[config.mk]
export PLATFORM = sky130hd
export DESIGN_NAME = cfsa_fifo
export DESIGN_NICKNAME = d
export VERILOG_FILES = /design/src/rtl/coplanar_face_area_sum_unit_macros.svh /design/src/rtl/cfsa_pkg.sv /design/src/rtl/cfsa_fifo.sv
export SDC_FILE = /design/constraint.sdc
export NUM_CORES = 1
export LEC_CHECK = 0
export BUFFER_PORTS_ARGS = -buffer_cell sky130_fd_sc_hd__buf_4
export CORE_UTILIZATION = 52
export DETAILED_ROUTE_END_ITERATION = 6
export GPL_TIMING_DRIVEN = 0
export PLACE_DENSITY = 0.8
export SLEW_MARGIN = 20
export SYNTH_ARGS = -nofsm -noshare
export SYNTH_HDL_FRONTEND = slang
export SYNTH_SLANG_ARGS = --single-unit
[constraint.sdc]
create_clock -name clk -period 2.5 [get_ports clk]
set_input_delay 0.125 -clock clk [delete_from_list [all_inputs] [get_ports clk]]
set_output_delay 0.125 -clock clk [all_outputs]
set_load 0.02 [all_outputs]
[src/rtl/coplanar_face_area_sum_unit_macros.svh]
// Assertion macros used by the coplanar face area sum back part.
`ifndef COPLANAR_FACE_AREA_SUM_UNIT_MACROS_SVH
`define COPLANAR_FACE_AREA_SUM_UNIT_MACROS_SVH

// Same-cycle implication, sampled on clk, off while arst_n is low.
`define CFSA_ASSERT_IMP(lbl, ante, cons, msg) \
	lbl: assert property (@(posedge clk) disable iff (!arst_n) (ante) |-> (cons)) \
		else $error(msg);

// Next-cycle implication, sampled on clk, off while arst_n is low.
`define CFSA_ASSERT_NXT(lbl, ante, cons, msg) \
	lbl: assert property (@(posedge clk) disable iff (!arst_n) (ante) |=> (cons)) \
		else $error(msg);

`endif

[src/rtl/cfsa_pkg.sv]
// Shared types and constants of the coplanar face area sum unit.
`timescale 1ns / 1ps
package cfsa_pkg;

	// Configuration port
	localparam int CFG_IDX_W  = 8;
	localparam int CFG_DATA_W = 20;

	localparam logic [CFG_IDX_W-1:0] CFG_NORMAL_X = 8'd0;
	localparam logic [CFG_IDX_W-1:0] CFG_NORMAL_Y = 8'd1;
	localparam logic [CFG_IDX_W-1:0] CFG_NORMAL_Z = 8'd2;
	localparam logic [CFG_IDX_W-1:0] CFG_POINT_X  = 8'd3;
	localparam logic [CFG_IDX_W-1:0] CFG_POINT_Y  = 8'd4;
	localparam logic [CFG_IDX_W-1:0] CFG_POINT_Z  = 8'd5;
	localparam logic [CFG_IDX_W-1:0] CFG_DIST_TOL = 8'd6;
	localparam logic [CFG_IDX_W-1:0] CFG_NORM_TOL = 8'd7;

	// Register widths
	localparam int NORM_W  = 16;
	localparam int POINT_W = 20;
	localparam int DTOL_W  = 16;
	localparam int NTOL_W  = 15;

	// Reset values
	localparam logic [NORM_W-1:0] NORMAL_Z_RST = 16'd16384;
	localparam logic [DTOL_W-1:0] DIST_TOL_RST = 16'd51;
	localparam logic [NTOL_W-1:0] NORM_TOL_RST = 15'd16;

	// Q2.14 fraction bits, and quotient bits of a normal component
	localparam int FRAC  = 14;
	localparam int QBITS = 15;

	// Output word
	localparam int TOTAL_W     = 48;
	localparam int AREA_W      = 43;
	localparam int M_TDATA_W   = ((TOTAL_W + AREA_W + 7) / 8) * 8;

	typedef struct packed {
		logic [NORM_W-1:0]  normal_x;
		logic [NORM_W-1:0]  normal_y;
		logic [NORM_W-1:0]  normal_z;
		logic [POINT_W-1:0] point_x;
		logic [POINT_W-1:0] point_y;
		logic [POINT_W-1:0] point_z;
		logic [DTOL_W-1:0]  dist_tol;
		logic [NTOL_W-1:0]  norm_tol;
	} cfsa_cfg_t;

	typedef struct packed {
		logic full;
		logic empty;
	} cfsa_q_status_t;

	typedef enum logic [2:0] {
		ST_IDLE,
		ST_MUL,
		ST_DRAIN,
		ST_SQRT,
		ST_DIVINIT,
		ST_DIV,
		ST_FIN
	} cfsa_state_t;

	// Shared multiplier schedule, one product per cycle
	typedef enum logic [4:0] {
		OP_YZ,
		OP_ZY,
		OP_ZX,
		OP_XZ,
		OP_XY,
		OP_YX,
		OP_DX,
		OP_DY,
		OP_DZ,
		OP_SQ0_HH,
		OP_SQ0_HL,
		OP_SQ0_LL,
		OP_SQ1_HH,
		OP_SQ1_HL,
		OP_SQ1_LL,
		OP_SQ2_HH,
		OP_SQ2_HL,
		OP_SQ2_LL
	} cfsa_mul_op_t;

endpackage

[src/rtl/cfsa_fifo.sv]
// Two-entry queue between the front and back parts.
`timescale 1ns / 1ps
module cfsa_fifo #(
	parameter int WIDTH = 8
) (
	input  logic                    clk,
	input  logic                    arst_n,
	input  logic                    push,
	input  logic [WIDTH-1:0]        push_data,
	input  logic                    pop,
	output logic [WIDTH-1:0]        pop_data,
	output cfsa_pkg::cfsa_q_status_t status
);
	import cfsa_pkg::*;

	logic [WIDTH-1:0] mem_q [2];
	logic             wr_ptr_q;
	logic             rd_ptr_q;
	logic [1:0]       cnt_q;

	assign status.full  = (cnt_q == 2'd2);
	assign status.empty = (cnt_q == 2'd0);
	assign pop_data     = mem_q[rd_ptr_q];

	// storage
	always_ff @(posedge clk) begin
		if (push)
			mem_q[wr_ptr_q] <= push_data;
	end

	// pointers and fill count
	always_ff @(posedge clk or negedge arst_n) begin
		if (!arst_n) begin
			wr_ptr_q <= 1'b0;
			rd_ptr_q <= 1'b0;
			cnt_q    <= 2'd0;
		end else begin
			if (push)
				wr_ptr_q <= ~wr_ptr_q;
			if (pop)
				rd_ptr_q <= ~rd_ptr_q;
			if (push && !pop)
				cnt_q <= cnt_q + 2'd1;
			else if (pop && !push)
				cnt_q <= cnt_q - 2'd1;
		end
	end

endmodule

==> flow_metrics.tcl <==
set metrics [dict create \
    outcome "complete, no violations" \
    hold_class "in2reg" \
    crit_slowest_cell "dfrtp_1" \
    yosys.area.top_type "edfxtp_1" \
    start_util_pct 57.8 \
    dp_slack_ps 1120 \
    dpl_cell_area_sq_um 947 \
    timing.final.crit_share_pct 57.5 \
    ys_types 12 \
    wl_mm 1.21 \
    antenna_found_initial 0 \
    dp_cells 77 \
    rows 13 \
    end_kind "output port" \
    cts_buffers 3 \
    antenna_left 0 \
    dp.final_hpwl_um 819 \
    cp.arrival_ps 1310 \
    core-area_sq_um 1330 \
    synth.yosys.seq_area_share_pct 75.3 \
    finalInstanceArea_sq_um 1020 \
    syn-num-nets 54 \
    cts_tree "built" \
    drive_gt1_share_pct 50.0 \
    max_freq_ghz 0.696 \
    critPathKind "reg2out" \
    ys_warn_count 0 \
    fin_ws_ps 1060 \
    grt_pass1_wl_mm 1.70 \
    syn2layout_area_growth_pct 32.8 \
    path_cells "buf_6 -> mux2_2 -> buf_4" \
    clock_path_buffers 2 \
    clock-sinks 20 \
    dieArea_sq_um 1640 \
    maxCapViolations 0 \
    finClkSkew_ps 5.30 \
    grt_overflow 0 \
    layout_common_cells "buf_4, edfxtp_1, mux2_2" \
    synth_top_area_share_pct 62.3 \
    finalNonFillerCells 85 \
    fin_setup_tns_ps 0 \
    htreeDepth 1 \
    worst_pin_slew_ps 789 \
    diodes 0 \
    root_buffer "clkbuf_4" \
    syn-cell-area_sq_um 771 \
    wl_per_cell_um 14.2 \
    mostFrequentLayoutCell "buf_4" \
    ys_ff_latch 20 \
    crit_required_ps 2380 \
    drt_iter0_drc 14 \
    synthTopCellsByArea "edfxtp_1, dfrtp_1, mux2_2, xor2_1, ha_1" \
    gp_congestion 0.607 \
    fin_nets 84 \
    first_pass_iters 2 \
    grt_max_degree 12 \
    postCtsSetupRepairBufs 0 \
    vias 413 \
    io_pins 22 \
    clkTransAtPathRegs_ps 110 \
    synthCells 41 \
    min_period_ps 1440 \
    peakVddDrop_uv 820 \
    clkLatencyLatePin_ps 290 \
    drcViolationCount 0 \
    p_per_area_nw_per_um2 1070 \
    synth_area_per_cell_sq_um 18.8 \
    max_stage_delay_ps 380 \
    drv_slew 0 \
    die_h_um 40.5 \
    via_per_inst 4.86 \
    whs_ps 13.2 \
    max_slew_margin_pct 47.3 \
    rsz0062_at_grt "no" \
    path_max_fanout 9 \
    setup_violations 0 \
    grt_pass1_vias 397 \
    grt_usage_pct 17.2 \
    port_buffers 21 \
    die_w_um 40.5 \
    static-leakage-power_nw 0.421 \
    critPathLaunchType "flop" \
    hold_viol 0 \
]
-- worst paths after layout --
check	from	to	slack, ps	depth (start not counted)
worst max-delay path	rd_ptr_q$_DFFE_PN0P_	pop_data[3]	1060	3
worst min-delay path	push_data[6]	mem_q[0][6]$_DFFE_PP_	10	1
worst max register to register	wr_ptr_q$_DFFE_PN0P_	mem_q[0][4]$_DFFE_PP_	1080	1
worst min register to register	cnt_q[1]$_DFFE_PN0P_	cnt_q[1]$_DFFE_PN0P_	490	1
max in group asynchronous	arst_n	wr_ptr_q$_DFFE_PN0P_	2230	2
min in group asynchronous	arst_n	rd_ptr_q$_DFFE_PN0P_	160	2
-- layer usage --
metal / vias to the layer above / track usage [%] / part of all wire, %
li1: 206 / - / -
met1: 195 / 17.9 / 42
met2: 12 / 31.3 / 55
met3: 0 / 5.00 / 3.2
met4: 0 / 7.50 / 0
met5: - / 0 / 0
-- worst max-delay path, delay by kind of cell (launching register included) --
kind | cells | cell delay (ps)
muxes | 1 | 340
buffers and inverters | 2 | 310
DFF | 1 | 380
-- cells in the mapped netlist (all sizes together) --
cell / n
dfrtp: 4
mux2: 8
ha: 1
nor2: 2
and2: 1
xnor2: 1
buf: 1
xor2: 4
edfxtp: 16
and2b: 1
nor2b: 1
inv: 1
-- logic make-up (layout without fill, tap and decap cells) --
family	after synthesis	count (layout)	synth area share [%]
xor gates and xnor gates	5	5	5.68
buffers and inverters	2	31	1.95
DFF	20	20	75.3
muxes	8	8	11.7
and+or+nand+nor	5	5	3.74
adders and majority gates	1	1	1.62
-- flip-flops by register name, indices dropped and copies added (netlist names) --
register / count
wr_ptr_q: 1
cnt_q: 2
rd_ptr_q: 1
mem_q: 16
-- where the power goes --
group | internal, mW | total, mW | switching, mW
logic | 0.210 | 0.424 | 0.214
clock network | 0.0886 | 0.178 | 0.0897
registers | 0.453 | 0.493 | 0.0404
total | 0.752 | 1.10 | 0.344
-- repair_timing --
item / in CTS / in global routing
resized for setup: 0 / 0
hold buffers: 1 / 3
hold endpoints to repair: 4 / 6
-- per-stage QoR --
| step | power [mW] | util [%] |
|---|---|---|
| finish | 1.10 | 76.7 |
| global placement | 0.909 | 71.0 |
| floorplan | 0.764 | - |
| global route | 1.15 | 76.7 |
| detailed placement | 0.921 | 71.0 |
| CTS | 1.10 | 74.5 |
-- final cells by class --
| cell class | count | area [sq um] |
|---|---|---|
| inverters | 1 | 3.75 |
| multi-input cells | 19 | 175 |
| fillers | 98 | 310 |
| well taps | 15 | 18.8 |
| clock buffers | 4 | 36.3 |
| flip-flops and latches | 20 | 581 |
| plain buffers | 1 | 11.3 |
| repair buffers | 25 | 198 |
No activity file was read; power rests on OpenSTA's default activity.
