===== src/rtl/coplanar_face_area_sum_unit_macros.svh =====
// Assertion macros used by the coplanar face area sum back part.
`ifndef COPLANAR_FACE_AREA_SUM_UNIT_MACROS_SVH
`define COPLANAR_FACE_AREA_SUM_UNIT_MACROS_SVH

// Same-cycle implication, sampled on clk, off while arst_n is low.
`define CFSA_ASSERT_IMP(lbl, ante, cons, msg) \
	lbl: assert property (@(posedge clk) disable iff (!arst_n) (ante) |-> (cons)) \
		else $error(msg);

// Next-cycle implication, sampled on clk, off while arst_n is low.
`define CFSA_ASSERT_NXT(lbl, ante, cons, msg) \
	lbl: assert property (@(posedge clk) disable iff (!arst_n) (ante) |=> (cons)) \
		else $error(msg);

`endif


===== src/rtl/cfsa_pkg.sv =====
// Shared types and constants of the coplanar face area sum unit.
`timescale 1ns / 1ps
package cfsa_pkg;

	// Configuration port
	localparam int CFG_IDX_W  = 8;
	localparam int CFG_DATA_W = 20;

	localparam logic [CFG_IDX_W-1:0] CFG_NORMAL_X = 8'd0;
	localparam logic [CFG_IDX_W-1:0] CFG_NORMAL_Y = 8'd1;
	localparam logic [CFG_IDX_W-1:0] CFG_NORMAL_Z = 8'd2;
	localparam logic [CFG_IDX_W-1:0] CFG_POINT_X  = 8'd3;
	localparam logic [CFG_IDX_W-1:0] CFG_POINT_Y  = 8'd4;
	localparam logic [CFG_IDX_W-1:0] CFG_POINT_Z  = 8'd5;
	localparam logic [CFG_IDX_W-1:0] CFG_DIST_TOL = 8'd6;
	localparam logic [CFG_IDX_W-1:0] CFG_NORM_TOL = 8'd7;

	// Register widths
	localparam int NORM_W  = 16;
	localparam int POINT_W = 20;
	localparam int DTOL_W  = 16;
	localparam int NTOL_W  = 15;

	// Reset values
	localparam logic [NORM_W-1:0] NORMAL_Z_RST = 16'd16384;
	localparam logic [DTOL_W-1:0] DIST_TOL_RST = 16'd51;
	localparam logic [NTOL_W-1:0] NORM_TOL_RST = 15'd16;

	// Q2.14 fraction bits, and quotient bits of a normal component
	localparam int FRAC  = 14;
	localparam int QBITS = 15;

	// Output word
	localparam int TOTAL_W     = 48;
	localparam int AREA_W      = 43;
	localparam int M_TDATA_W   = ((TOTAL_W + AREA_W + 7) / 8) * 8;

	typedef struct packed {
		logic [NORM_W-1:0]  normal_x;
		logic [NORM_W-1:0]  normal_y;
		logic [NORM_W-1:0]  normal_z;
		logic [POINT_W-1:0] point_x;
		logic [POINT_W-1:0] point_y;
		logic [POINT_W-1:0] point_z;
		logic [DTOL_W-1:0]  dist_tol;
		logic [NTOL_W-1:0]  norm_tol;
	} cfsa_cfg_t;

	typedef struct packed {
		logic full;
		logic empty;
	} cfsa_q_status_t;

	typedef enum logic [2:0] {
		ST_IDLE,
		ST_MUL,
		ST_DRAIN,
		ST_SQRT,
		ST_DIVINIT,
		ST_DIV,
		ST_FIN
	} cfsa_state_t;

	// Shared multiplier schedule, one product per cycle
	typedef enum logic [4:0] {
		OP_YZ,
		OP_ZY,
		OP_ZX,
		OP_XZ,
		OP_XY,
		OP_YX,
		OP_DX,
		OP_DY,
		OP_DZ,
		OP_SQ0_HH,
		OP_SQ0_HL,
		OP_SQ0_LL,
		OP_SQ1_HH,
		OP_SQ1_HL,
		OP_SQ1_LL,
		OP_SQ2_HH,
		OP_SQ2_HL,
		OP_SQ2_LL
	} cfsa_mul_op_t;

endpackage


===== src/rtl/cfsa_front.sv =====
// Front part: takes triangle words, forms edge vectors and plane offsets.
`timescale 1ns / 1ps
module cfsa_front #(
	parameter int COORD_BITS = 20,
	parameter int CW         = 20,
	parameter int EW         = 21,
	parameter int PL_W       = 1 + 9 * 21
) (
	input  logic                     s_tvalid,
	output logic                     s_tready,
	input  logic [9*COORD_BITS-1:0]  s_tdata,
	input  logic                     s_tuser,
	input  cfsa_pkg::cfsa_cfg_t      cfg,
	input  cfsa_pkg::cfsa_q_status_t q_status,
	output logic                     push,
	output logic [PL_W-1:0]          push_data
);
	import cfsa_pkg::*;

	localparam int PW = (CW < POINT_W) ? CW : POINT_W;

	logic signed [EW-1:0] v [9];
	logic signed [EW-1:0] pt [3];
	logic [POINT_W-1:0]   praw [3];

	assign s_tready = !q_status.full;
	assign push     = s_tvalid && s_tready;

	assign praw[0] = cfg.point_x;
	assign praw[1] = cfg.point_y;
	assign praw[2] = cfg.point_z;

	// vertices at CW bits, sign extended
	always_comb begin
		for (int k = 0; k < 9; k++)
			v[k] = EW'(signed'(s_tdata[k*COORD_BITS +: CW]));
	end

	// plane point at coordinate width; a wider coordinate sees it unsigned
	always_comb begin
		for (int i = 0; i < 3; i++) begin
			if (CW > POINT_W)
				pt[i] = EW'({1'b0, praw[i]});
			else
				pt[i] = EW'(signed'(praw[i][PW-1:0]));
		end
	end

	// queue word: flag, edge b-a, edge c-a, offset a-P
	always_comb begin
		push_data    = '0;
		push_data[0] = s_tuser;
		for (int i = 0; i < 3; i++) begin
			push_data[1 + i*EW +: EW]       = v[3+i] - v[i];
			push_data[1 + (3+i)*EW +: EW]   = v[6+i] - v[i];
			push_data[1 + (6+i)*EW +: EW]   = v[i] - pt[i];
		end
	end

endmodule


===== config.mk =====
export PLATFORM = sky130hd
export DESIGN_NAME = cfsa_front
export DESIGN_NICKNAME = d
export VERILOG_FILES = /design/src/rtl/coplanar_face_area_sum_unit_macros.svh /design/src/rtl/cfsa_pkg.sv /design/src/rtl/cfsa_front.sv
export SDC_FILE = /design/constraint.sdc
export NUM_CORES = 1
export LEC_CHECK = 0
export BUFFER_PORTS_ARGS = -buffer_cell sky130_fd_sc_hd__clkbuf_2
export CAP_MARGIN = 0
export CORE_AREA = 2 2 201 203
export DETAILED_ROUTE_END_ITERATION = 8
export DIE_AREA = 0 0 203 205
export PLACE_DENSITY = 0.54
export SYNTH_ARGS = -nofsm -noshare
export SYNTH_HDL_FRONTEND = slang
export SYNTH_SLANG_ARGS = --single-unit

===== constraint.sdc =====
create_clock -name vclk -period 8.55
set_input_delay 1.71 -clock vclk [all_inputs]
set_output_delay 1.71 -clock vclk [all_outputs]
set_load 0.05 [all_outputs]

==> flow_summary.yaml, run 1 <==
run_status:
  status: "finished, final reports clean"
layout:
  layout_commonest_cell: "clkbuf_2"
  area_growth_pct: 32.78
  post-route-util_pct: 28.63
  final.clkbuf_count: 0
  layout_common_cells: "433 x clkbuf_2, 180 x ha_1, 177 x inv_1"
  register_area_um2: 0
  antennaDiodeCount: 0
  nets: 2159
  seq_cells: 0
  drive_gt1_share_pct: 27.72
synthesis:
  yosys_warnings: 0
  syn_area_mm2: 0.008489
  yosysSeqAreaShare_pct: 0
  yosys.cell_types.count: 63
  synth_nets: 1734
  synthAdderAreaFrac_pct: 28.65
  yosys.area.top_type: "ha_1"
  synthCells: 1222
  synth_top_family_by_area: "compound AO/OA/AOI/OAI gates"
  synth_top_area_share_pct: 26.53
  synth_area_leaders: "ha_1 27%, xnor2_1 9.1%, inv_1 7.8%"
  avgSynthCellArea_um2: 6.947
  synthXorXnorAreaFrac_pct: 13.72
  synthMuxAreaShare_pct: 0.2506
  synth-simple-area-share_pct: 17.85
  synth_compound_area_share_pct: 31.22
clock_tree:
  post_cts.repair.setup_buffers: 0
  postCtsHoldBufs: 0
  post_cts_resized: 0
critical_path:
  crit_chain: "clkbuf_2 -> inv_1 -> ha_1 -> fa_1 -> nor2b_1 -> o21a_1 -> o21ai_0 -> a21oi_1 -> nor2_1 -> o21ai_0 -> a21oi_1 -> a311oi_1 -> clkbuf_2"
  end_kind: "primary output"
  cp.arrival_ns: 4.60
  critPathKind: "in2out"
  critPathMaxFanout: 5
  crit_required_ns: 6.84
  slowest_delay_ns: 0.68
  start_kind: "input pin"
  cp_slowest_cell: "o21ai_0"
grt:
  grtUsageTotal_pct: 13.39
  grt_first_pass_wirelength_um: 46980
  grt_pass1_vias: 9892
  antenna_found_initial: 0
  grt_overflow: 0
  grt_max_degree: 11
floorplanning:
  rows: 73
  die_y_um: 205
  die_w_um: 203
  ios: 515
  start_util_pct: 21.57
  core_area_mm2: 0.03937
  die_area_mm2: 0.04162
sta:
  setup_viol: 0
  finalHoldViolCount: 0
  finalSetupTns_ns: 0
  maxSlewHeadroom_pct: 39.75
  rsz0062_at_grt: "false"
  min_period_ns: 6.306
  max_freq_mhz: 158.6
  fin_crit_sh_pct: 73.76
  drv_slew: 0
  worst_pin_slew_ns: 0.8960
routing:
  via_count: 10050
  viasPerCell: 4.631
  routed_wl_um: 29760
  drt-initial-drc-count: 406
  drc: 0
  ant_nets: 0
  dr.pass1.iters: 5
  post_drt_wl_per_cell_um: 13.72
place:
  numPortBuffers: 433
  dpl.hpwl_um: 27260
  gp_congestion: 0.8969
power:
  power.static_leakage_uw: 0.006278
  vdd_ir_drop_max_v: 0.0001227
  power_density_mw_per_mm2: 141.0
run:
  drv_cap: 0
min_path:
  hp-class: "in2out"
power by group:
group,switching (uW),internal [uW],total [uW]
registers,0,0,0
clock network,0,0,0
logic,1140,446,1590
metrics by stage:
stage	hold WS [ns]	cells	setup WS (ns)	power [uW]	cell area, um2
2_1_floorplan	3.587	1222	2.179	1211	8489
3_3_place_gp	3.420	2170	2.255	1583	11270
3_5_place_dp	3.420	2170	2.222	1592	11270
4_1_cts	3.420	2170	2.220	1598	11270
5_1_grt	3.420	2170	1.886	1701	11270
6_report	3.420	2170	2.244	1590	11270
critical path: cells and delay by family:
family	cells	cell delay, ns
compound gates	6	1.51
simple gates	2	0.23
fa+ha+maj	2	0.63
buf+inv	3	0.51
cells by family after synthesis:
logic type | Yosys count
buf+inv | 187
xor+xnor | 133
compound gates | 408
fa+ha+maj | 189
mux | 2
simple gates | 303
metal layers:
layer,global-route usage [%],share of wire [%],vias to the layer above
met1,15.65,41,4507
met5,0,0,-
met2,26.00,50,312
met4,1.877,1.6,0
met3,2.052,6.7,34
li1,-,-,5197
cell type report:
cell class / count / area (um2)
Fill cell: 4423 / 28090
Multi-Input combinational cell: 1035 / 7784
Timing Repair Buffer: 433 / 2167
Inverter: 177 / 664.4
Tap cell: 525 / 656.9
Yosys cell counts (13+ instances only):
cell        n
nand3_1    25
nor2b_1    36
xor2_1     45
ha_1      180
o31a_1     16
xnor2_1    88
nor3_1     17
nor2_1     96
a21oi_1   117
o21ai_0    67
nand2_1    52
a211oi_1   16
a21o_1     56
a31oi_1    13
o21a_1     36
inv_1     177
o21ai_1    15
worst paths after layout:
| check | end | startpoint | cells after the start |
|---|---|---|---|
| worst min-delay path | push_data[0] | s_tuser | 0 |
| worst max-delay path | push_data[143] | s_tdata[0] | 13 |
Note: power is estimated with default switching activity, not from simulation.
==> inputs of run 2 (changes only) <==
- CORE_AREA: 2 2 201 203 -> 2 2 203 205
- DIE_AREA: 0 0 203 205 -> 0 0 205 207
- PLACE_DENSITY: 0.54 -> 0.53
- clock period: 8.55 -> 6 ns (I/O delays scaled with it)
==> run 2 against run 1 <==
Core utilization fell by 0.67 points. Via count rose by 0.55%. Critical path depth is 1 lower. Non-clock buffer count increased by 1. Clock-buffer cell count stayed put. Global-route usage is 0.41 points lower. Cell count rose by 0.37%. First-iteration DRC count grew 6.2%. Critical path type unchanged. Sequential cell count unchanged. Wire length is 0.56% lower. Critical endpoint is now push_data[62]. Design area increased by 0.14%.
==> flow_summary.yaml, run 2 (synthesized netlist as in run 1, its figures left out) <==
routing:
  viasPerCell: 4.640
  via_count: 10110
  ant_nets: 0
  post_drt_wl_per_cell_um: 13.59
  drt-initial-drc-count: 431
  routed_wl_um: 29600
  dr.pass1.iters: 6
  drc: 0
floorplanning:
  core_area_mm2: 0.04037
  die_w_um: 205
  start_util_pct: 21.03
  rows: 74
  ios: 515
  die_area_mm2: 0.04244
  die_y_um: 207
layout:
  fillCellCount: 4605
  multi_input_area_mm2: 0.007784
  register_area_um2: 0
  antennaDiodeCount: 0
  nets: 2160
  finish.instance_area_mm2: 0.01129
  drive_gt1_share_pct: 27.76
  layout_common_cells: "433 x clkbuf_2, 180 x ha_1, 177 x inv_1"
  layout.cells.non_filler: 2178
  layout_commonest_cell: "clkbuf_2"
  seq_cells: 0
  final.clkbuf_count: 0
  area_growth_pct: 32.97
power:
  power_density_mw_per_mm2: 200.4
  power.static_leakage_uw: 0.006283
  vdd_ir_drop_max_v: 0.0002163
sta:
  setup_viol: 0
  worst_pin_slew_ns: 0.8732
  max_freq_mhz: 188.7
  rsz0062_at_grt: "false"
  min_period_ns: 5.301
  finalHoldViolCount: 0
  drv_slew: 0
  fin_crit_sh_pct: 88.35
  maxSlewHeadroom_pct: 41.29
  finalSetupTns_ns: 0
critical_path:
  crit_chain: "clkbuf_2 -> inv_1 -> ha_1 -> nor2b_1 -> o31a_1 -> o21ai_1 -> a21oi_1 -> o31ai_1 -> o21ai_1 -> a221oi_1 -> xnor2_1 -> clkbuf_2"
  cp_slowest_cell: "o31ai_1"
  start_kind: "input pin"
  end_kind: "primary output"
  slowest_delay_ns: 0.41
  critPathMaxFanout: 5
  cp.arrival_ns: 4.10
  crit_required_ns: 4.80
  critPathKind: "in2out"
clock_tree:
  post_cts_resized: 0
  post_cts.repair.setup_buffers: 0
  postCtsHoldBufs: 0
place:
  dpl.hpwl_um: 27060
  numPortBuffers: 433
  placed_area_mm2: 0.01129
  gp_congestion: 0.8768
  placed_cells: 2178
grt:
  globalRouteMet3Util_pct: 1.888
  antenna_found_initial: 0
  grt_first_pass_wirelength_um: 47030
  grtUsageTotal_pct: 12.98
  use_met1_pct: 14.87
  busiest_layer: "met2"
  grt_max_degree: 11
  grt_pass1_vias: 9922
  grtUsageMet2_pct: 24.93
  grt_overflow: 0
run_status:
  status: "finished, final reports clean"
min_path:
  hp-class: "in2out"
run:
  drv_cap: 0
run 2: cell count changes in the layout (fill, tap and decap cells not counted):
cell,previous run,this run
buf_4,0,1
run 2: through the flow:
stage               hold WS (ns)  setup slack, ns  total power, uW  util (%)
finish                     2.400           0.6993             2262     27.96
global route               2.400           0.3923             2415     27.96
CTS                        2.401           0.7047             2274     27.96
detailed placement         2.401           0.7199             2266     27.96
global placement           2.401           0.7509             2253     27.96
floorplan                  2.567           0.6488             1726         -
run 2: path summary, 6_finish.rpt:
check	start	end	slack, ns	cells after the start
hold / removal	s_tuser	push_data[0]	2.40	0
setup / recovery	s_tdata[41]	push_data[62]	0.70	12
run 2: layout make-up:
type / instances / area share, %
Multi-Input combinational cell: 1035 / 68.95
Inverter: 177 / 5.886
Timing Repair Buffer: 434 / 19.26
Tap cell: 532 / 5.897
run 2: report_power, final:
part,internal (uW),switching (uW),leakage (uW)
combinational,636,1630,0.00628
clock,0,0,0
sequential,0,0,0
run 2: worst max-delay path, delay by kind of cell:
| family | cells | cell delay, ns |
|---|---|---|
| buf+inv | 3 | 0.56 |
| simple gates | 1 | 0.15 |
| compound gates | 6 | 1.74 |
| fa+ha+maj | 1 | 0.29 |
| xor+xnor | 1 | 0.16 |
run 2: per-layer routing:
layer | wire length [um] | up-vias
li1 | - | 5202
met1 | 12100 | 4556
met2 | 14790 | 303
met3 | 1953 | 44
met4 | 751 | 0
met5 | 0 | -
