**config.mk**
```make
export PLATFORM = sky130hd
export DESIGN_NAME = cfsa_back
export DESIGN_NICKNAME = d
export VERILOG_FILES = /design/src/rtl/cfsa_pkg.sv /design/src/rtl/cfsa_back.sv
export VERILOG_INCLUDE_DIRS = /design/src /design/src/rtl
export SDC_FILE = /design/constraint.sdc
export NUM_CORES = 2
export LEC_CHECK = 0
export BUFFER_PORTS_ARGS = -buffer_cell sky130_fd_sc_hd__clkbuf_2
export CAP_MARGIN = 10
export CORE_MARGIN = 5
export CORE_UTILIZATION = 38
export DETAILED_ROUTE_END_ITERATION = 10
export GPL_TIMING_DRIVEN = 0
export PLACE_DENSITY = 0.57
export RECOVER_POWER = 100
export SLEW_MARGIN = 20
export SYNTH_ARGS = -nofsm -noshare
export SYNTH_HDL_FRONTEND = slang
export SYNTH_SLANG_ARGS = --single-unit
export TNS_END_PERCENT = 100
```
**constraint.sdc**
```tcl
create_clock -name clk -period 25.4 [get_ports clk]
set_input_delay 5.08 -clock clk [delete_from_list [all_inputs] [get_ports clk]]
set_output_delay 5.08 -clock clk [all_outputs]
set_load 0.005 [all_outputs]
```
**src/rtl/coplanar_face_area_sum_unit_macros.svh**
```systemverilog
// Assertion macros used by the coplanar face area sum back part.
`ifndef COPLANAR_FACE_AREA_SUM_UNIT_MACROS_SVH
`define COPLANAR_FACE_AREA_SUM_UNIT_MACROS_SVH

// Same-cycle implication, sampled on clk, off while arst_n is low.
`define CFSA_ASSERT_IMP(lbl, ante, cons, msg) \
	lbl: assert property (@(posedge clk) disable iff (!arst_n) (ante) |-> (cons)) \
		else $error(msg);

// Next-cycle implication, sampled on clk, off while arst_n is low.
`define CFSA_ASSERT_NXT(lbl, ante, cons, msg) \
	lbl: assert property (@(posedge clk) disable iff (!arst_n) (ante) |=> (cons)) \
		else $error(msg);

`endif

```
**src/rtl/cfsa_pkg.sv**
```systemverilog
// Shared types and constants of the coplanar face area sum unit.
`timescale 1ns / 1ps
package cfsa_pkg;

	// Configuration port
	localparam int CFG_IDX_W  = 8;
	localparam int CFG_DATA_W = 20;

	localparam logic [CFG_IDX_W-1:0] CFG_NORMAL_X = 8'd0;
	localparam logic [CFG_IDX_W-1:0] CFG_NORMAL_Y = 8'd1;
	localparam logic [CFG_IDX_W-1:0] CFG_NORMAL_Z = 8'd2;
	localparam logic [CFG_IDX_W-1:0] CFG_POINT_X  = 8'd3;
	localparam logic [CFG_IDX_W-1:0] CFG_POINT_Y  = 8'd4;
	localparam logic [CFG_IDX_W-1:0] CFG_POINT_Z  = 8'd5;
	localparam logic [CFG_IDX_W-1:0] CFG_DIST_TOL = 8'd6;
	localparam logic [CFG_IDX_W-1:0] CFG_NORM_TOL = 8'd7;

	// Register widths
	localparam int NORM_W  = 16;
	localparam int POINT_W = 20;
	localparam int DTOL_W  = 16;
	localparam int NTOL_W  = 15;

	// Reset values
	localparam logic [NORM_W-1:0] NORMAL_Z_RST = 16'd16384;
	localparam logic [DTOL_W-1:0] DIST_TOL_RST = 16'd51;
	localparam logic [NTOL_W-1:0] NORM_TOL_RST = 15'd16;

	// Q2.14 fraction bits, and quotient bits of a normal component
	localparam int FRAC  = 14;
	localparam int QBITS = 15;

	// Output word
	localparam int TOTAL_W     = 48;
	localparam int AREA_W      = 43;
	localparam int M_TDATA_W   = ((TOTAL_W + AREA_W + 7) / 8) * 8;

	typedef struct packed {
		logic [NORM_W-1:0]  normal_x;
		logic [NORM_W-1:0]  normal_y;
		logic [NORM_W-1:0]  normal_z;
		logic [POINT_W-1:0] point_x;
		logic [POINT_W-1:0] point_y;
		logic [POINT_W-1:0] point_z;
		logic [DTOL_W-1:0]  dist_tol;
		logic [NTOL_W-1:0]  norm_tol;
	} cfsa_cfg_t;

	typedef struct packed {
		logic full;
		logic empty;
	} cfsa_q_status_t;

	typedef enum logic [2:0] {
		ST_IDLE,
		ST_MUL,
		ST_DRAIN,
		ST_SQRT,
		ST_DIVINIT,
		ST_DIV,
		ST_FIN
	} cfsa_state_t;

	// Shared multiplier schedule, one product per cycle
	typedef enum logic [4:0] {
		OP_YZ,
		OP_ZY,
		OP_ZX,
		OP_XZ,
		OP_XY,
		OP_YX,
		OP_DX,
		OP_DY,
		OP_DZ,
		OP_SQ0_HH,
		OP_SQ0_HL,
		OP_SQ0_LL,
		OP_SQ1_HH,
		OP_SQ1_HL,
		OP_SQ1_LL,
		OP_SQ2_HH,
		OP_SQ2_HL,
		OP_SQ2_LL
	} cfsa_mul_op_t;

endpackage

```
**src/rtl/cfsa_back.sv**
```systemverilog
// Back part: cross product, plane distance, square root, normal division and area total.
`timescale 1ns / 1ps
`include "coplanar_face_area_sum_unit_macros.svh"
module cfsa_back #(
	parameter int EW       = 21,
	parameter int PL_W     = 1 + 9 * 21,
	parameter int ACC_BITS = 48
) (
	input  logic                         clk,
	input  logic                         arst_n,
	input  cfsa_pkg::cfsa_cfg_t          cfg,
	input  cfsa_pkg::cfsa_q_status_t     q_status,
	input  logic [PL_W-1:0]              q_data,
	output logic                         q_pop,
	output logic                         m_tvalid,
	input  logic                         m_tready,
	output logic [cfsa_pkg::M_TDATA_W-1:0] m_tdata,
	output logic                         m_tuser
);
	import cfsa_pkg::*;

	localparam int CRW   = 2 * EW + 1;
	localparam int LOW   = EW + 1;
	localparam int MW    = (EW + 2 > 17) ? EW + 2 : 17;
	localparam int L2W   = 2 * CRW + 2;
	localparam int SW    = L2W / 2;
	localparam int DW    = EW + NORM_W + 2;
	localparam int NW    = CRW + FRAC + 1;
	localparam int RW    = SW + 1;
	localparam int CNT_W = $clog2(SW + 1);
	localparam int ACCX  = ((ACC_BITS > SW) ? ACC_BITS : SW) + 1;
	localparam int DIFW  = NORM_W + 2;

	cfsa_state_t  state_q, state_d;
	cfsa_mul_op_t step_q;
	logic [CNT_W-1:0] cnt_q;

	logic [PL_W-1:0] pl_q;
	logic signed [2*MW-1:0] prod_s1;
	cfsa_mul_op_t           prod_op_s1;
	logic                   prod_vld_s1;
	logic signed [2*MW-1:0] t_q;
	logic signed [CRW-1:0]  cr_q [3];
	logic signed [DW-1:0]   dist_q;
	logic [L2W-1:0]         l2_q;
	logic [SW+1:0]          rem_q;
	logic [SW-1:0]          root_q;
	logic [NW-1:0]          num_q [3];
	logic [RW-1:0]          drem_q [3];
	logic [QBITS-1:0]       quo_q [3];
	logic [ACC_BITS-1:0]    acc_q;
	logic                   m_valid_q;
	logic [TOTAL_W-1:0]     tot_q;
	logic [AREA_W-1:0]      area_q;
	logic                   cnt_flag_q;

	logic signed [EW-1:0]   e1 [3];
	logic signed [EW-1:0]   e2 [3];
	logic signed [EW-1:0]   dd [3];
	logic                   pl_ff;
	logic [CRW-1:0]         mag [3];
	logic signed [MW-1:0]   opa, opb;
	logic [CRW-1:0]         sq_mag;
	logic [EW-1:0]          sq_hi;
	logic [LOW-1:0]         sq_lo;
	logic                   issue;
	logic                   out_free;
	logic                   out_load;
	logic [SW+1:0]          rem_n, trial;
	logic [NW-1:0]          num_n [3];
	logic [RW:0]            r2 [3];
	logic                   n_ok [3];
	logic                   dist_ok;
	logic                   counted_c;
	logic [DW-1:0]          dmag;
	logic [SW-2:0]          area_c;
	logic [ACC_BITS-1:0]    base_c;
	logic [ACCX-1:0]        sum_c;
	logic [ACC_BITS-1:0]    acc_next;
	logic [63:0]            acc64, area64;
	logic [NORM_W-1:0]      nreg [3];

	assign nreg[0] = cfg.normal_x;
	assign nreg[1] = cfg.normal_y;
	assign nreg[2] = cfg.normal_z;

	// unpack the held queue word
	assign pl_ff = pl_q[0];
	always_comb begin
		for (int i = 0; i < 3; i++) begin
			e1[i] = signed'(pl_q[1 + i*EW +: EW]);
			e2[i] = signed'(pl_q[1 + (3+i)*EW +: EW]);
			dd[i] = signed'(pl_q[1 + (6+i)*EW +: EW]);
			mag[i] = cr_q[i][CRW-1] ? CRW'(-cr_q[i]) : CRW'(cr_q[i]);
		end
	end

	// next state
	always_comb begin
		state_d = state_q;
		unique case (state_q)
			ST_IDLE:    if (!q_status.empty) state_d = ST_MUL;
			ST_MUL:     if (step_q == OP_SQ2_LL) state_d = ST_DRAIN;
			ST_DRAIN:   state_d = ST_SQRT;
			ST_SQRT:    if (cnt_q == CNT_W'(SW - 1)) state_d = ST_DIVINIT;
			ST_DIVINIT: state_d = ST_DIV;
			ST_DIV:     if (cnt_q == CNT_W'(QBITS - 1)) state_d = ST_FIN;
			ST_FIN:     if (out_free) state_d = ST_IDLE;
			default:    state_d = ST_IDLE;
		endcase
	end

	// state outputs
	assign out_free = !m_valid_q || m_tready;
	always_comb begin
		q_pop    = 1'b0;
		issue    = 1'b0;
		out_load = 1'b0;
		unique case (state_q)
			ST_IDLE: q_pop    = !q_status.empty;
			ST_MUL:  issue    = 1'b1;
			ST_FIN:  out_load = out_free;
			default: ;
		endcase
	end

	// multiplier operand select
	always_comb begin
		case (step_q)
			OP_SQ0_HH, OP_SQ0_HL, OP_SQ0_LL: sq_mag = mag[0];
			OP_SQ1_HH, OP_SQ1_HL, OP_SQ1_LL: sq_mag = mag[1];
			default:                         sq_mag = mag[2];
		endcase
		sq_hi = sq_mag[CRW-1:LOW];
		sq_lo = sq_mag[LOW-1:0];
		case (step_q)
			OP_YZ: begin opa = MW'(e1[1]); opb = MW'(e2[2]); end
			OP_ZY: begin opa = MW'(e1[2]); opb = MW'(e2[1]); end
			OP_ZX: begin opa = MW'(e1[2]); opb = MW'(e2[0]); end
			OP_XZ: begin opa = MW'(e1[0]); opb = MW'(e2[2]); end
			OP_XY: begin opa = MW'(e1[0]); opb = MW'(e2[1]); end
			OP_YX: begin opa = MW'(e1[1]); opb = MW'(e2[0]); end
			OP_DX: begin opa = MW'(dd[0]); opb = MW'(signed'(nreg[0])); end
			OP_DY: begin opa = MW'(dd[1]); opb = MW'(signed'(nreg[1])); end
			OP_DZ: begin opa = MW'(dd[2]); opb = MW'(signed'(nreg[2])); end
			OP_SQ0_HH, OP_SQ1_HH, OP_SQ2_HH: begin
				opa = signed'(MW'(sq_hi));
				opb = signed'(MW'(sq_hi));
			end
			OP_SQ0_HL, OP_SQ1_HL, OP_SQ2_HL: begin
				opa = signed'(MW'(sq_hi));
				opb = signed'(MW'(sq_lo));
			end
			default: begin
				opa = signed'(MW'(sq_lo));
				opb = signed'(MW'(sq_lo));
			end
		endcase
	end

	// square root step: two radicand bits in, one root bit out
	assign rem_n = {rem_q[SW-1:0], l2_q[L2W-1 -: 2]};
	assign trial = {root_q, 2'b01};

	// division step setup and one quotient bit per lane
	always_comb begin
		for (int i = 0; i < 3; i++) begin
			num_n[i] = (NW'(mag[i]) << FRAC) + NW'(root_q >> 1);
			r2[i]    = {drem_q[i], num_q[i][QBITS-1]};
		end
	end

	// plane tests and saturating total
	always_comb begin
		logic signed [QBITS:0]  q;
		logic signed [DIFW-1:0] d;
		logic [DIFW-1:0]        dm;
		for (int i = 0; i < 3; i++) begin
			q = signed'({1'b0, quo_q[i]});
			if (cr_q[i][CRW-1])
				q = -q;
			d  = DIFW'(signed'(nreg[i])) - DIFW'(q);
			dm = d[DIFW-1] ? DIFW'(-d) : DIFW'(d);
			n_ok[i] = dm < DIFW'(cfg.norm_tol);
		end
		dmag      = dist_q[DW-1] ? DW'(-dist_q) : DW'(dist_q);
		dist_ok   = 64'(dmag) <= (64'(cfg.dist_tol) << FRAC);
		counted_c = (root_q != '0) && dist_ok && n_ok[0] && n_ok[1] && n_ok[2];
		area_c    = root_q[SW-1:1];
		base_c    = pl_ff ? '0 : acc_q;
		sum_c     = ACCX'(base_c) + ACCX'(area_c);
		if (!counted_c)
			acc_next = base_c;
		else if (sum_c > ACCX'({ACC_BITS{1'b1}}))
			acc_next = {ACC_BITS{1'b1}};
		else
			acc_next = sum_c[ACC_BITS-1:0];
		acc64  = 64'(acc_next);
		area64 = 64'(area_c);
	end

	// control registers
	always_ff @(posedge clk or negedge arst_n) begin
		if (!arst_n) begin
			state_q     <= ST_IDLE;
			step_q      <= OP_YZ;
			cnt_q       <= '0;
			prod_vld_s1 <= 1'b0;
			m_valid_q   <= 1'b0;
			acc_q       <= '0;
		end else begin
			state_q     <= state_d;
			prod_vld_s1 <= issue;
			if (state_q == ST_IDLE)
				step_q <= OP_YZ;
			else if (issue && step_q != OP_SQ2_LL)
				step_q <= cfsa_mul_op_t'(step_q + 5'd1);
			if (state_q == ST_DRAIN || state_q == ST_DIVINIT)
				cnt_q <= '0;
			else if (state_q == ST_SQRT || state_q == ST_DIV)
				cnt_q <= cnt_q + CNT_W'(1);
			if (out_load) begin
				m_valid_q <= 1'b1;
				acc_q     <= acc_next;
			end else if (m_tready) begin
				m_valid_q <= 1'b0;
			end
		end
	end

	// datapath registers
	always_ff @(posedge clk) begin
		if (q_pop) begin
			pl_q <= q_data;
			l2_q <= '0;
		end
		if (issue) begin
			prod_s1    <= opa * opb;
			prod_op_s1 <= step_q;
		end
		// consume the product issued in the previous cycle
		if (prod_vld_s1) begin
			case (prod_op_s1)
				OP_YZ, OP_ZX, OP_XY: t_q <= prod_s1;
				OP_ZY: cr_q[0] <= CRW'(t_q - prod_s1);
				OP_XZ: cr_q[1] <= CRW'(t_q - prod_s1);
				OP_YX: cr_q[2] <= CRW'(t_q - prod_s1);
				OP_DX: dist_q <= DW'(prod_s1);
				OP_DY, OP_DZ: dist_q <= dist_q + DW'(prod_s1);
				OP_SQ0_HH, OP_SQ1_HH, OP_SQ2_HH:
					l2_q <= l2_q + (L2W'(unsigned'(prod_s1)) << (2 * LOW));
				OP_SQ0_HL, OP_SQ1_HL, OP_SQ2_HL:
					l2_q <= l2_q + (L2W'(unsigned'(prod_s1)) << (LOW + 1));
				default:
					l2_q <= l2_q + L2W'(unsigned'(prod_s1));
			endcase
		end
		if (state_q == ST_DRAIN) begin
			rem_q  <= '0;
			root_q <= '0;
		end
		if (state_q == ST_SQRT) begin
			l2_q <= l2_q << 2;
			if (rem_n >= trial) begin
				rem_q  <= rem_n - trial;
				root_q <= {root_q[SW-2:0], 1'b1};
			end else begin
				rem_q  <= rem_n;
				root_q <= {root_q[SW-2:0], 1'b0};
			end
		end
		for (int i = 0; i < 3; i++) begin
			if (state_q == ST_DIVINIT) begin
				num_q[i]  <= num_n[i];
				drem_q[i] <= RW'(num_n[i] >> QBITS);
				quo_q[i]  <= '0;
			end
			if (state_q == ST_DIV) begin
				num_q[i] <= num_q[i] << 1;
				if (r2[i] >= (RW+1)'(root_q)) begin
					drem_q[i] <= RW'(r2[i] - (RW+1)'(root_q));
					quo_q[i]  <= {quo_q[i][QBITS-2:0], 1'b1};
				end else begin
					drem_q[i] <= RW'(r2[i]);
					quo_q[i]  <= {quo_q[i][QBITS-2:0], 1'b0};
				end
			end
		end
		if (out_load) begin
			tot_q      <= acc64[TOTAL_W-1:0];
			area_q     <= area64[AREA_W-1:0];
			cnt_flag_q <= counted_c;
		end
	end

	assign m_tvalid = m_valid_q;
	assign m_tdata  = M_TDATA_W'({area_q, tot_q});
	assign m_tuser  = cnt_flag_q;

	`CFSA_ASSERT_IMP(a_pop_nonempty, q_pop, !q_status.empty, "pop from empty queue")
	`CFSA_ASSERT_IMP(a_load_in_fin, out_load, state_q == ST_FIN, "result loaded outside finish")
	`CFSA_ASSERT_IMP(a_idle_no_prod, state_q == ST_IDLE, !prod_vld_s1, "product pending in idle")
	`CFSA_ASSERT_NXT(a_acc_hold, out_load && !counted_c && !pl_ff, acc_q == $past(acc_q), "total moved without a counted face")

endmodule

```
==> results.tsv <==
stage	metric	value	unit
detailed_routing	drt-vias-per-instance	5.97	
finish	seq_area	0.0291	mm^2
floorplan	start_util	0.381	
floorplan	ios	433	
clocking	htreeDepth	3	
detailed_routing	num_vias	91418	
logic_synthesis	syn_inst	11087	
logic_synthesis	synth.most_common_cell	inv_1	
critical_path	cp.arrival	12.96	ns
outcome	outcome	complete, but fails checks	
finish	multiInputGateArea	0.0652	mm^2
logic_synthesis	syn-cell-area	0.0997	mm^2
critical_path	crit_slowest_cell	clkbuf_1	
floorplan	core_area	0.262	mm^2
global_routing	gr-total-overflow	0	
critical_path	slowest_delay	4.51	ns
logic_synthesis	yosysWarnings	0	
logic_synthesis	synth_compound_area_frac	0.202	
min_path	hold_path.class	flop to flop	
logic_synthesis	synth_fa_ha_area_frac	0.213	
critical_path	path_buf_inv	4	
detailed_routing	dr.pass1.iters	10	
timing	slew_viol_final	717	
critical_path	required	20.32	ns
logic_synthesis	synthMuxAreaShare	0.00849	
timing	setup_violations	0	
clocking	numCtsBuffers	121	
finish	drive_above_1_share	0.0574	
logic_synthesis	async_flop_share	0.0643	
logic_synthesis	synth-simple-area-share	0.158	
detailed_routing	wl_per_cell	28.6	um
timing	tns	0	ns
floorplan	die_w	522	um
timing	rsz0062_at_grt	no	
logic_synthesis	avgSynthCellArea	8.99	um^2
critical_path	cpMostUsedCell	clkbuf_1	
global_routing	antenna_found_initial	34	
logic_synthesis	synth_edf_count	884	
clocking	clock-root-buffer	clkbuf_16	
timing	timing.hold.ws	0.476	ns
timing	period_minus_slack	18.04	ns
timing	fin_skew	0.0724	ns
timing	worstMarginPinSlew	6.24	ns
global_routing	grt_first_pass_wirelength	619	mm
logic_synthesis	synth-main-ff-cell	edfxtp_1	
logic_synthesis	synth_top_family_by_area	adder cells	
timing	slew_headroom	-3.16	
detailed_routing	wl	437	mm
logic_synthesis	yosysUniqueCellTypes	88	
global_routing	grt_pass1_vias	88031	
critical_path	ff2ff_setup_slack	12.33	ns
placement	gp_congestion	1.03	
detailed_routing	drt_iter0_drc	9869	
outcome	violations	capacitance limit, slew limit	
placement	port-buffer-count	366	
clocking	cts_resized	0	
clocking	cts_setup_buffers	0	
clocking	cts_tree	done	
logic_synthesis	synth_xor_area_frac	0.0696	
finish	fin_nets	13344	
clocking	clkSinkCount	995	
logic_synthesis	synth.area.top_cells	edfxtp_1, fa_1, ha_1	
clocking	clk_latency	0.83	ns
critical_path	cp_top_family	buffers and inverters	
timing	post-route-period-util	0.710	
clocking	clkSlewWorstSetupHoldPaths	0.06	ns
critical_path	crit_path_max_fanout	108	
floorplan	dieArea	0.273	mm^2
timing	fmax	0.0554	GHz
critical_path	cp_cell_sequence	clkbuf_1 > nand2b_1 > clkinvlp_2 > clkbuf_1 > clkbuf_1	
logic_synthesis	synth.ff_latch_count	995	
floorplan	die_h	522	um
logic_synthesis	ys_seq_area_frac	0.292	
detailed_routing	drc_errors	0	
clocking	ctsHoldBuffers	0	
clocking	clockBufferDepth	3	
finish	area_growth	11.2	%
global_routing	grt_start_max_net_pins	109	
logic_synthesis	yosysTopAreaCell	edfxtp_1	
logic_synthesis	yosys-top-cells-count	inv_1, nand2_1, nor2_1, edfxtp_1, ha_1	
critical_path	cp-start-kind	input port	
logic_synthesis	synth_top_area_share	0.266	
critical_path	worstSetupPathType	input port to output port	
global_routing	grt_usage	0.310	
finish	fin_area	0.111	mm^2
placement	placed_area	0.107	mm^2
critical_path	crit_path_end_kind	output port	
placement	dp_hpwl	351	mm
detailed_routing	ant_nets	0	
flow_run	maxCapViolCount	17	
finish	fillers	26116	
floorplan	rows	188	
timing	final-hold-violation-count	0	
## path summary, 6_finish.rpt
kind / from / cells after the start / endpoint
setup / recovery: q_status[0] / 5 / q_pop
hold / removal: acc_q[30] / 2 / acc_q[30]
setup reg to reg: step_q[1] / 39 / prod_s1[45]
hold reg to reg: acc_q[30] / 2 / acc_q[30]
max in group asynchronous: arst_n / 2 / acc_q[44]
min in group asynchronous: arst_n / 1 / acc_q[5]
## stage by stage
stage                     setup WS [ns]  utilization  std cells
final                              7.36        0.423      15301
after global routing               6.88        0.423      15289
after CTS                          9.89        0.426      15279
after detailed placement           9.05        0.409      15050
after global placement             7.51        0.405      14972
after floorplan                   11.30            -      11091
## final cells by class
type                            instances  share of cell area
Timing Repair Buffer                  446              0.0202
Tap cell                             3515              0.0397
Sequential cell                       995               0.262
Antenna cell                           20            0.000451
Inverter                             1047              0.0355
Clock inverter                         73             0.00812
Clock buffer                          156              0.0298
Multi-Input combinational cell       8586               0.588
Buffer                                463              0.0160
## tightest hold or removal path, stage by stage, from the launching register on
cell     delay [ns]
dfrtp_1        0.33
nand2_1        0.04
o21ai_0        0.06
## cell usage in the layout (no fill, tap or decap), types with 54 or more instances in the layout
master,count
a211oi_1,102
a21o_1,371
a21oi_1,739
a221oi_1,84
a222oi_1,79
a31oi_1,72
and2_1,71
and3_1,136
clkbuf_1,575
clkbuf_16,125
clkbuf_2,301
dfrtp_1,64
edfxtp_1,884
fa_1,580
ha_1,768
inv_1,1041
mux2i_1,71
nand2_1,1000
nand2b_1,160
nand3_1,171
nand4_1,100
nor2_1,921
nor2b_1,182
nor3_1,185
nor4_1,74
o211ai_1,54
o21a_1,114
o21ai_0,701
o21bai_1,74
o31ai_1,95
or3_1,75
xnor2_1,494
xor2_1,298
## sequential cells by signal (all words and copies together), names as in the netlist, 45 cells and up
| register | cells |
|---|---|
| acc_q | 48 |
| tot_q | 48 |
| l2_q | 88 |
| prod_s1 | 46 |
| cr_q | 129 |
| quo_q | 45 |
| drem_q | 135 |
| pl_q | 190 |
## routing by layer
layer | track usage | up-vias | wire length (um)
met1 | 0.409 | 45436 | 179000
met5 | 0 | - | 75
met3 | 0.0440 | 918 | 33400
met4 | 0.179 | 10 | 30300
met2 | 0.486 | 4120 | 195000
li1 | - | 40934 | -
## kinds of logic after synthesis
family,after synthesis
and+or+nand+nor,3309
AOI/OAI and AO/OA,3047
buffers and inverters,1510
adders and majority gates,1350
DFF,995
xor gates and xnor gates,792
muxes,83
other,1
Power is not shown: default switching activity piles up to over one toggle a cycle in this logic, so the estimate is an artifact.
